### src/sv/rdd_pkg.sv
// Shared constants, codes and types for the resource deadlock detector.
// No dependencies; used by the core and by its checker.
package rdd_pkg;

	localparam int MAX_PROCS = 8;
	localparam int MAX_RES   = 4;

	localparam int P_CNT_W = $clog2(MAX_PROCS + 1);
	localparam int P_IDX_W = $clog2(MAX_PROCS);
	localparam int R_CNT_W = $clog2(MAX_RES + 1);
	localparam int R_IDX_W = $clog2(MAX_RES);
	localparam int TBL_AW  = P_IDX_W + R_IDX_W;
	localparam int TBL_DEPTH = MAX_PROCS * MAX_RES;

	localparam int OP_W     = 2;
	localparam int PID_W    = 3;
	localparam int RIDX_IN_W = 2;
	localparam int AMT_W    = 8;
	localparam int AVAIL_W  = 12;
	localparam int KIND_W   = 2;
	localparam int PCOUNT_W = 4;
	localparam int RCOUNT_W = 3;
	localparam int CFG_W    = 4;
	localparam int CFG_IDX_W = 1;

	localparam logic [AVAIL_W-1:0] AVAIL_MAX = {AVAIL_W{1'b1}};

	localparam logic [OP_W-1:0] OP_LOAD_ALLOC = 2'd0;
	localparam logic [OP_W-1:0] OP_LOAD_REQ   = 2'd1;
	localparam logic [OP_W-1:0] OP_LOAD_AVAIL = 2'd2;
	localparam logic [OP_W-1:0] OP_RUN        = 2'd3;

	localparam logic [KIND_W-1:0] KIND_DONE     = 2'd0;
	localparam logic [KIND_W-1:0] KIND_DEADLOCK = 2'd1;
	localparam logic [KIND_W-1:0] KIND_SUMMARY  = 2'd2;

	localparam logic [CFG_IDX_W-1:0] REG_PROCESS_COUNT  = 1'd0;
	localparam logic [CFG_IDX_W-1:0] REG_RESOURCE_COUNT = 1'd1;

	typedef enum logic [5:0] {
		ST_IDLE    = 6'b000001,
		ST_SCAN    = 6'b000010,
		ST_CHECK   = 6'b000100,
		ST_RELEASE = 6'b001000,
		ST_DLSCAN  = 6'b010000,
		ST_SUMMARY = 6'b100000
	} state_t;

endpackage

### src/sv/resource_deadlock_detector_core.sv
// Multi-instance deadlock detector: tables, available vector and run sequencer.
// Depends on rdd_pkg for sizes, operation codes, result kinds and the state type.
//
// Usage. Input requests arrive on in_valid/in_ready with op, proc_index,
// res_index and amount. Load requests (allocation, request, available) are
// taken one per cycle and give no result. A run request starts detection:
// in_ready drops until the run has pushed its last result into the output
// register. Results leave on out_valid/out_ready with kind, process_id,
// deadlock_found and last; a run gives one completed or deadlocked result
// per process in use and then a summary with last set.
// Run sequence: each visit of an unfinished process compares its requests
// with the available vector resource by resource, and a process that fits
// adds its allocation back the same way. Passes over the processes repeat
// while one makes progress, and up to process_count+1 passes can occur;
// then the deadlock report and the summary follow. A single shared compare
// and saturating adder, stepped one resource per cycle, does this work.
// Reset clears the sequencer, the output register and the finish marks and
// sets process_count to 8 and resource_count to 4; the tables hold what was
// last loaded, the available vector what was loaded or added back by a run.
// When the receiver stalls, the sequencer waits with its next result until
// the output register frees.
module resource_deadlock_detector_core (
	input  logic                              clk,
	input  logic                              arst_n,
	input  logic                              in_valid,
	output logic                              in_ready,
	input  logic [rdd_pkg::OP_W-1:0]          op,
	input  logic [rdd_pkg::PID_W-1:0]         proc_index,
	input  logic [rdd_pkg::RIDX_IN_W-1:0]     res_index,
	input  logic [rdd_pkg::AMT_W-1:0]         amount,
	output logic                              out_valid,
	input  logic                              out_ready,
	output logic [rdd_pkg::KIND_W-1:0]        kind,
	output logic [rdd_pkg::PID_W-1:0]         process_id,
	output logic                              deadlock_found,
	output logic                              last,
	input  logic                              cfg_we,
	input  logic [rdd_pkg::CFG_IDX_W-1:0]     cfg_index,
	input  logic [rdd_pkg::CFG_W-1:0]         cfg_data
);

	// Configuration registers.
	logic [rdd_pkg::PCOUNT_W-1:0] process_count_q;
	logic [rdd_pkg::RCOUNT_W-1:0] resource_count_q;

	// Table storage; contents are undefined until loaded.
	logic [rdd_pkg::AMT_W-1:0]   alloc_q   [rdd_pkg::TBL_DEPTH];
	logic [rdd_pkg::AMT_W-1:0]   request_q [rdd_pkg::TBL_DEPTH];
	logic [rdd_pkg::AVAIL_W-1:0] avail_q   [rdd_pkg::MAX_RES];

	// Sequencer state.
	rdd_pkg::state_t               state_q;
	logic [rdd_pkg::P_CNT_W-1:0]   p_q;
	logic [rdd_pkg::R_CNT_W-1:0]   r_q;
	logic [rdd_pkg::P_CNT_W-1:0]   np_q;
	logic [rdd_pkg::R_CNT_W-1:0]   nr_q;
	logic [rdd_pkg::MAX_PROCS-1:0] finished_q;
	logic                          progress_q;
	logic                          deadlock_q;

	// Output register.
	logic                          out_valid_q;
	logic [rdd_pkg::KIND_W-1:0]    kind_q;
	logic [rdd_pkg::PID_W-1:0]     pid_q;
	logic                          dl_q;
	logic                          last_q;

	logic                          in_acc;
	logic                          slot_free;
	logic                          emit;
	logic [rdd_pkg::TBL_AW-1:0]    load_addr;
	logic [rdd_pkg::TBL_AW-1:0]    seq_addr;
	logic [rdd_pkg::P_IDX_W-1:0]   p_idx;
	logic [rdd_pkg::R_IDX_W-1:0]   r_idx;
	logic [rdd_pkg::AMT_W-1:0]     req_rd;
	logic [rdd_pkg::AMT_W-1:0]     alloc_rd;
	logic [rdd_pkg::AVAIL_W-1:0]   avail_rd;
	logic [rdd_pkg::AVAIL_W:0]     sum;
	logic [rdd_pkg::AVAIL_W-1:0]   sum_sat;
	logic                          p_end;
	logic                          r_end;
	logic                          avail_we;

	assign in_ready  = (state_q == rdd_pkg::ST_IDLE);
	assign in_acc    = in_valid && in_ready;
	assign slot_free = !out_valid_q || out_ready;

	assign p_idx     = p_q[rdd_pkg::P_IDX_W-1:0];
	assign r_idx     = r_q[rdd_pkg::R_IDX_W-1:0];
	assign seq_addr  = {p_idx, r_idx};
	assign load_addr = {proc_index[rdd_pkg::P_IDX_W-1:0], res_index[rdd_pkg::R_IDX_W-1:0]};
	assign p_end     = (p_q == np_q);
	assign r_end     = (r_q == nr_q);

	// A result enters the output register when a completion, a deadlock or
	// the summary is ready and the register is free or being drained.
	assign emit = slot_free && (((state_q == rdd_pkg::ST_RELEASE) && r_end)
	            || ((state_q == rdd_pkg::ST_DLSCAN) && !p_end && !finished_q[p_idx])
	            || (state_q == rdd_pkg::ST_SUMMARY));

	// The shared compare and saturating adder work on resource r of process p.
	assign req_rd   = request_q[seq_addr];
	assign alloc_rd = alloc_q[seq_addr];
	assign avail_rd = avail_q[r_idx];
	assign sum      = {1'b0, avail_rd} + {{(rdd_pkg::AVAIL_W + 1 - rdd_pkg::AMT_W){1'b0}}, alloc_rd};
	assign sum_sat  = (sum > {1'b0, rdd_pkg::AVAIL_MAX}) ? rdd_pkg::AVAIL_MAX
	                                                     : sum[rdd_pkg::AVAIL_W-1:0];
	assign avail_we = (state_q == rdd_pkg::ST_RELEASE) && !r_end;

	// Table and available writes; no reset on storage.
	always_ff @(posedge clk) begin
		if (in_acc && op == rdd_pkg::OP_LOAD_ALLOC) begin
			alloc_q[load_addr] <= amount;
		end
		if (in_acc && op == rdd_pkg::OP_LOAD_REQ) begin
			request_q[load_addr] <= amount;
		end
		if (in_acc && op == rdd_pkg::OP_LOAD_AVAIL) begin
			avail_q[res_index[rdd_pkg::R_IDX_W-1:0]] <=
				{{(rdd_pkg::AVAIL_W - rdd_pkg::AMT_W){1'b0}}, amount};
		end else if (avail_we) begin
			avail_q[r_idx] <= sum_sat;
		end
	end

	// Configuration registers.
	always_ff @(posedge clk or negedge arst_n) begin
		if (!arst_n) begin
			process_count_q  <= rdd_pkg::PCOUNT_W'(rdd_pkg::MAX_PROCS);
			resource_count_q <= rdd_pkg::RCOUNT_W'(rdd_pkg::MAX_RES);
		end else if (cfg_we) begin
			case (cfg_index)
				rdd_pkg::REG_PROCESS_COUNT: process_count_q <= cfg_data[rdd_pkg::PCOUNT_W-1:0];
				rdd_pkg::REG_RESOURCE_COUNT: resource_count_q <= cfg_data[rdd_pkg::RCOUNT_W-1:0];
				default: ;
			endcase
		end
	end

	// Output valid: set when a result is loaded, cleared when it is taken.
	always_ff @(posedge clk or negedge arst_n) begin
		if (!arst_n) begin
			out_valid_q <= 1'b0;
		end else if (emit) begin
			out_valid_q <= 1'b1;
		end else if (out_ready) begin
			out_valid_q <= 1'b0;
		end
	end

	// Run sequencer and output payload.
	always_ff @(posedge clk or negedge arst_n) begin
		if (!arst_n) begin
			state_q     <= rdd_pkg::ST_IDLE;
			p_q         <= '0;
			r_q         <= '0;
			np_q        <= '0;
			nr_q        <= '0;
			finished_q  <= '0;
			progress_q  <= 1'b0;
			deadlock_q  <= 1'b0;
			kind_q      <= '0;
			pid_q       <= '0;
			dl_q        <= 1'b0;
			last_q      <= 1'b0;
		end else begin
			case (state_q)
				rdd_pkg::ST_IDLE: begin
					if (in_acc && op == rdd_pkg::OP_RUN) begin
						// Counts above the maxima act as the maxima.
						np_q <= (process_count_q > rdd_pkg::PCOUNT_W'(rdd_pkg::MAX_PROCS))
						        ? rdd_pkg::P_CNT_W'(rdd_pkg::MAX_PROCS)
						        : rdd_pkg::P_CNT_W'(process_count_q);
						nr_q <= (resource_count_q > rdd_pkg::RCOUNT_W'(rdd_pkg::MAX_RES))
						        ? rdd_pkg::R_CNT_W'(rdd_pkg::MAX_RES)
						        : rdd_pkg::R_CNT_W'(resource_count_q);
						finished_q <= '0;
						progress_q <= 1'b0;
						p_q        <= '0;
						state_q    <= rdd_pkg::ST_SCAN;
					end
				end
				rdd_pkg::ST_SCAN: begin
					if (p_end) begin
						p_q        <= '0;
						progress_q <= 1'b0;
						if (!progress_q) begin
							deadlock_q <= 1'b0;
							state_q    <= rdd_pkg::ST_DLSCAN;
						end
					end else if (finished_q[p_idx]) begin
						p_q <= p_q + rdd_pkg::P_CNT_W'(1);
					end else begin
						r_q     <= '0;
						state_q <= rdd_pkg::ST_CHECK;
					end
				end
				rdd_pkg::ST_CHECK: begin
					if (r_end) begin
						r_q     <= '0;
						state_q <= rdd_pkg::ST_RELEASE;
					end else if ({{(rdd_pkg::AVAIL_W - rdd_pkg::AMT_W){1'b0}}, req_rd}
					             > avail_rd) begin
						p_q     <= p_q + rdd_pkg::P_CNT_W'(1);
						state_q <= rdd_pkg::ST_SCAN;
					end else begin
						r_q <= r_q + rdd_pkg::R_CNT_W'(1);
					end
				end
				rdd_pkg::ST_RELEASE: begin
					if (!r_end) begin
						r_q <= r_q + rdd_pkg::R_CNT_W'(1);
					end else if (slot_free) begin
						finished_q[p_idx] <= 1'b1;
						progress_q  <= 1'b1;
						kind_q      <= rdd_pkg::KIND_DONE;
						pid_q       <= rdd_pkg::PID_W'(p_idx);
						dl_q        <= 1'b0;
						last_q      <= 1'b0;
						p_q         <= p_q + rdd_pkg::P_CNT_W'(1);
						state_q     <= rdd_pkg::ST_SCAN;
					end
				end
				rdd_pkg::ST_DLSCAN: begin
					if (p_end) begin
						state_q <= rdd_pkg::ST_SUMMARY;
					end else if (finished_q[p_idx]) begin
						p_q <= p_q + rdd_pkg::P_CNT_W'(1);
					end else if (slot_free) begin
						deadlock_q  <= 1'b1;
						kind_q      <= rdd_pkg::KIND_DEADLOCK;
						pid_q       <= rdd_pkg::PID_W'(p_idx);
						dl_q        <= 1'b0;
						last_q      <= 1'b0;
						p_q         <= p_q + rdd_pkg::P_CNT_W'(1);
					end
				end
				rdd_pkg::ST_SUMMARY: begin
					if (slot_free) begin
						kind_q      <= rdd_pkg::KIND_SUMMARY;
						pid_q       <= '0;
						dl_q        <= deadlock_q;
						last_q      <= 1'b1;
						state_q     <= rdd_pkg::ST_IDLE;
					end
				end
				default: begin
					state_q <= rdd_pkg::ST_IDLE;
				end
			endcase
		end
	end

	assign out_valid      = out_valid_q;
	assign kind           = kind_q;
	assign process_id     = pid_q;
	assign deadlock_found = dl_q;
	assign last           = last_q;

endmodule

### config.mk
export PLATFORM = sky130hd
export DESIGN_NAME = resource_deadlock_detector_core
export DESIGN_NICKNAME = d
export VERILOG_FILES = /design/src/sv/rdd_pkg.sv /design/src/sv/resource_deadlock_detector_core.sv
export SDC_FILE = /design/constraint.sdc
export NUM_CORES = 1
export LEC_CHECK = 0
export CAP_MARGIN = 20
export CORE_MARGIN = 4
export CORE_UTILIZATION = 55
export DETAILED_ROUTE_END_ITERATION = 16
export DONT_BUFFER_PORTS = 1
export GPL_TIMING_DRIVEN = 1
export PLACE_DENSITY = 0.7
export SLEW_MARGIN = 20
export SYNTH_ARGS = -nofsm -noshare
export SYNTH_HDL_FRONTEND = slang
export SYNTH_SLANG_ARGS = --single-unit
### constraint.sdc
create_clock -name clk -period 9.19 [get_ports clk]
set_input_delay 1.838 -clock clk [delete_from_list [all_inputs] [get_ports clk]]
set_output_delay 1.838 -clock clk [all_outputs]
set_load 0.05 [all_outputs]
Yosys cells after proc, flatten, opt, wreduce, memory -nomap -nowiden:

Memory sizes are Yosys's and may differ from the RTL's.
Index checks and enable logic that the tools add are counted.

* bits in registers: 45
* RAM bits: 560
* bits of input ports: 25
* output and inout bits: 9
* word-level logic and storage cells: 184
* memories: 3

Memory list
* alloc_q: words 32, bits a word 8, rd ports 1, clocked after Yosys merged registers in 0, write ports 1, line resource_deadlock_detector_core.sv:47 `logic [rdd_pkg::AMT_W-1:0] alloc_q [rdd_pkg::TBL_DEPTH];`
* request_q: words 32, bits a word 8, rd ports 1, clocked after Yosys merged registers in 0, write ports 1, line resource_deadlock_detector_core.sv:48 `logic [rdd_pkg::AMT_W-1:0] request_q [rdd_pkg::TBL_DEPTH];`
* avail_q: words 4, bits a word 12, rd ports 1, clocked after Yosys merged registers in 0, write ports 1, line resource_deadlock_detector_core.sv:49 `logic [rdd_pkg::AVAIL_W-1:0] avail_q [rdd_pkg::MAX_RES];`

* $add $sub $neg: 3
* $lt $le $gt $ge: 6
* equality and inequality tests: 31
* muxes and demuxes: 86
* bitwise gates (word level): 2
* reduce and logical (&&, ||, !) cells: 38

Operators with widths (number)
* $mux W6: 10
* $mux W4: 10
* $pmux W6 S6: 1
* $mux W3: 11
* $mux W1: 31
* $ne A2 B2 Y1 const B: 14
* $mux W12: 2
* $mux W8: 3
* $pmux W4 S5: 1
* $pmux W3 S3: 2
* $pmux W8 S2: 1
* $ne A3 B3 Y1 const B: 5
* $reduce_and A5 Y1: 3
* $mux W2: 7
* $reduce_and A7 Y1: 2
* $add A12 B8 Y13: 1
* $gt A13 B12 Y1 const B: 1
* $gt A8 B12 Y1: 1
* $reduce_or A12 Y1: 1
* $logic_and A1 B1 Y1: 11
* $pmux W1 S3: 3
* $reduce_bool A3 Y1: 3
* $or A8 B8 Y8: 1
* $reduce_and A8 Y1: 1
* other kinds (30): 40

Longest topological paths before layout:

* depth in word-level cells: 8
* mapped depth: 17
* depth with buffers taken out: 14

Least setup slack after synthesis:

Ideal clock, no wire load.

* path kind: register -> register
* start point: reg r_q[0] (netlist bit)
* end point: mem avail_q[0][0] (netlist bit) (data pin)
* library setup time: 0.268 ns
* arrival time: 3.909 ns
* data required time: 8.922 ns
* setup slack: 5.012 ns
* cell stages (with the launch flop): 18
* buffers on the path: 4
* cell sequence: dfrtp_1 > buf_6 > buf_2 > buf_2 > buf_2 > mux4_2 > a32oi_1 > nand4_1 > ha_1 > inv_1 > fa_1 > nor2b_1 > o21a_1 > o21ai_0 > a21oi_1 > or2_2 > a21o_1 > o22a_1

* word-level cells in the longest chain between the ends: 8
* elaborated cells on any way between the ends: 13
* those cells by class: add/sub (1); order compare (1); eq/ne (1); mux (5); reduce/logical (3); memory (2)

RTL lines
* from (decl): line resource_deadlock_detector_core.sv:54 `logic [rdd_pkg::R_CNT_W-1:0] r_q;`
* from (signal assigned): line resource_deadlock_detector_core.sv:207 `r_q <= r_q + rdd_pkg::R_CNT_W'(1);`
* from (signal assigned): line resource_deadlock_detector_core.sv:212 `r_q <= r_q + rdd_pkg::R_CNT_W'(1);`
* parallel branches: the longest is 7 deep, another holds $add A12 B8 Y13
* $mux W12 (no line) *
* to (decl): line resource_deadlock_detector_core.sv:49

Mark *: on every way between the ends.

Worst setup path after layout:

* start point: reg r_q[0] (netlist bit)
* end point: mem avail_q[0][1] (netlist bit) (data pin)

Same word-level chain as after synthesis.

==> summary.md <==
| Metric | Value |
|---|---|
| DP HPWL | `31.92 mm` |
| Met1 wire length | `22.12 mm` |
| Share of cells above drive strength 1 | `20.61%` |
| Mapped Cells | `1265` |
| Maximum operating frequency | `190.2 MHz` |
| Synthesized net count | `1309` |
| Crit Path Max Fanout | `42` |
| Syn Area/Cell | `19.18 um2` |
| Final period util | `57.21%` |
| CP max stage cell | `dfrtp_4` |
| Initial Utilization | `55.94%` |
| R2r setup slk | `3.93 ns` |
| Hold Path Stages | `2` |
| Cell area power density | `226.7 nW/um2` |
| Classification of the worst setup path | `flip-flop to flip-flop` |
| Pleak | `8.343 nW` |
| Worst endpoint data arrival time | `5.60 ns` |
| GRT overflow | `0` |
| Final ANT Viol Nets | `0` |
| YS warnings | `0` |
| FFs w/ async S/R, synth | `7.438%` |
| Top post-synthesis cells by area | `edfxtp_1 69%, mux4_2 13%, dfrtp_1 4.3%` |
| GRT Total Usage | `23.17%` |
| Max-slew violations | `0` |
| Pin count of the biggest net entering global routing | `130` |
| Flops & latches, synth | `605` |
| Data required, critical path | `9.53 ns` |
| Clock Path Buffers | `3` |
| Fin. Hold Viols | `0` |
| Post-CTS Setup Bufs | `0` |
| DIE WIDTH | `218.0 um` |
| Die Y | `218.0 um` |
| Area grow syn2layout | `10.42%` |
| Worst r2r src | `r_q[0]` |
| Initial antenna violation count | `0` |
| Number of synthesized flops with an enable pin | `560` |
| Clock Sinks | `605` |
| Vias in the first global route | `12.54k` |
| Worst Reg-to-Reg Cells | `12` |
| Minimum clock period | `5.257 ns` |
| Hold WC Path Type | `flip-flop to flip-flop` |
| # rows | `76` |
| Avg WL per Cell | `27.91 um` |
| Tightest hold margin | `0.4994 ns` |
| Cell area after layout | `26790 um2` |
| Max-Cap Viols | `0` |
| Share of the synthesized area in the top cell type | `69.32%` |
| Critical Path Max Stage Delay | `0.96 ns` |
| Post-synth top area cell | `edfxtp_1` |
| Routed vias | `12.32k` |
| Die Footprint | `47530 um2` |
| Iteration-0 DRC Markers | `1340` |
| CTS resizes | `0` |
| Cts hold-fix bufs | `0` |
| Outcome | `completed` |
| H-tree depth | `2` |
| Crit path capture | `avail_q[0][1]` |
| Root buf cell | `clkbuf_16` |
| Min-delay src | `finished_q[7]` |
| Clock transition at the registers of the reported paths | `0.06 ns` |
| Post-synthesis sequential area ratio | `73.98%` |
| Final Net Count | `1328` |
| Num CTS Buffers | `59` |
| Met2 wire len | `25.68 mm` |
| Post-Syn Area | `24260 um2` |
| Final setup fails | `0` |
| GPL Wtd Cong | `0.8062` |
| Routed wire length | `53.56 mm` |
| Critical path, cell by cell | `buf_4 > mux4_2 > a22o_1 > nor4_1 > fa_1 > nor2b_1 > o21a_1 > o21ai_0 > a21oi_1 > or2_2 > a21o_1 > o22a_1` |
| First-pass GRT wire length | `81.46 mm` |
| Worst-Margin Slew | `0.9008 ns` |
| Diodes inserted | `0` |
| FF-to-FF End | `avail_q[0][1]` |
| DR top layer | `met4` |
| Dpl ws | `3.918 ns` |
| CTS tree | `yes` |
| Clk_skew | `0.01354 ns` |
| Crit. End Element | `flip-flop` |
| Slew headroom | `39.72%` |
| First-pass DRT Iterations | `5` |
| Setup crit start kind | `flip-flop` |
| Top FF cell, synth | `edfxtp_1` |
| Clock Latency Late Sink | `0.61 ns` |
| Final setup TNS | `0 ns` |
| Worst vdd ir | `148.2 uV` |
| WL met3 | `4.393 mm` |
| RSZ-0062 raised after global routing | `false` |
| Placed Area | `24910 um2` |
| DR vias/cell | `6.419` |
| Synth cell types | `70` |
| Port Buffers | `0` |
| # IOs | `34` |
| Core area | `43360 um2` |
| Setup ws final | `3.933 ns` |
| CP Launch Point | `r_q[0]` |
| DRC | `0` |
critical path, delay by kind of cell (launching register included):
kind            cells  cell delay (ns)
compound gates      6             1.40
fa+ha+maj           1             0.35
simple gates        3             1.05
mux                 1             0.58
buf+inv             1             0.55
flops               1             0.96
layout by cell type, fill, tap and decap left out, types with 4 or more instances in the layout:
| master | count |
|---|---|
| inv_1 | 17 |
| edfxtp_1 | 560 |
| buf_4 | 16 |
| mux4_2 | 139 |
| clkinv_2 | 12 |
| a22o_1 | 5 |
| nor2_1 | 96 |
| nand3_1 | 10 |
| xnor2_1 | 14 |
| a32o_1 | 4 |
| a21o_1 | 5 |
| nand2b_1 | 9 |
| nand2_1 | 48 |
| a21oi_1 | 22 |
| clkinv_1 | 11 |
| clkbuf_1 | 13 |
| ha_1 | 18 |
| clkbuf_4 | 4 |
| nor3_1 | 5 |
| nor3b_1 | 4 |
| dfrtp_1 | 40 |
| o21ai_0 | 23 |
| mux2_2 | 10 |
| mux2i_1 | 4 |
| nand3b_1 | 8 |
| nand4_1 | 18 |
| bufinv_16 | 5 |
| a22oi_1 | 44 |
| nor2b_1 | 11 |
| and2_1 | 6 |
| a32oi_1 | 15 |
| clkbuf_16 | 59 |
| o22a_1 | 8 |
where the power goes:
part	leakage, nW	total, mW	internal (mW)	switching, mW
combinational	1.80	0.593	0.234	0.359
sequential	5.62	3.13	3.06	0.0688
clock	0.921	2.35	1.34	1.01
state kept, by name (all words and copies together), names as in the netlist:
register,count
progress_q,1
out_valid,1
process_count_q,4
process_id,3
np_q,4
r_q,3
kind,2
p_q,4
nr_q,3
state_q,6
deadlock_q,1
deadlock_found,1
alloc_q,256
request_q,256
resource_count_q,3
last,1
avail_q,48
finished_q,8
routing by layer:
metal	vias to the layer above	global-route usage (%)
met1	6460	33.47
li1	5255	-
met3	88	5.518
met4	0	6.783
met5	-	0
met2	515	36.00
logic make-up after synthesis:
kind of cell,after synthesis,synth area share (%)
muxes,154,13.58
DFF,605,73.98
adders and majority gates,19,1.011
buffers and inverters,76,1.289
and+or+nand+nor,242,5.008
AOI/OAI and AO/OA,155,4.627
xor gates and xnor gates,14,0.5055
stage by stage:
stage | power, mW | utilization, % | instances
floorplan | 3.597 | - | 1265
global placement | 3.754 | 57.45 | 1808
detailed placement | 3.767 | 57.45 | 1808
CTS | 6.087 | 61.76 | 1919
global route | 6.299 | 61.77 | 1919
finish | 6.072 | 61.77 | 1919
layout make-up:
class                           instances  area [um2]
Sequential cell                       605       17950
Fill cell                            3045       16580
Multi-Input combinational cell        584        6028
Clock buffer                           77        1569
Tap cell                              585       732.0
Clock inverter                         34       299.0
Timing Repair Buffer                   17       140.1
Inverter                               17       63.81
worst min path at each step:
| stage | end | slack [ns] |
|---|---|---|
| 4_1_cts | finished_q[2] | 0.50 |
| 5_1_grt | finished_q[6] | 0.52 |
| 6_report | finished_q[7] | 0.50 |
| 3_5_place_dp | progress_q | 0.48 |
| 3_3_place_gp | finished_q[1] | 0.47 |
| 2_1_floorplan | finished_q[4] | 0.45 |
cells in the mapped netlist, types with 4 or more instances:
library cell	instances
edfxtp_1	560
mux4_2	139
nor2_1	96
nand2_1	48
a22oi_1	44
dfrtp_1	42
clkbuf_1	26
o21ai_0	23
a21oi_1	22
buf_1	22
ha_1	18
nand4_1	18
inv_1	17
a32oi_1	15
xnor2_1	14
nor2b_1	11
mux2_2	10
nand3_1	10
nand2b_1	9
nand3b_1	8
o22a_1	8
buf_2	7
nor3_1	7
and2_1	6
a21o_1	5
a22o_1	5
nor3b_1	5
a32o_1	4
mux2i_1	4
Power figures use the tool's default switching activity.
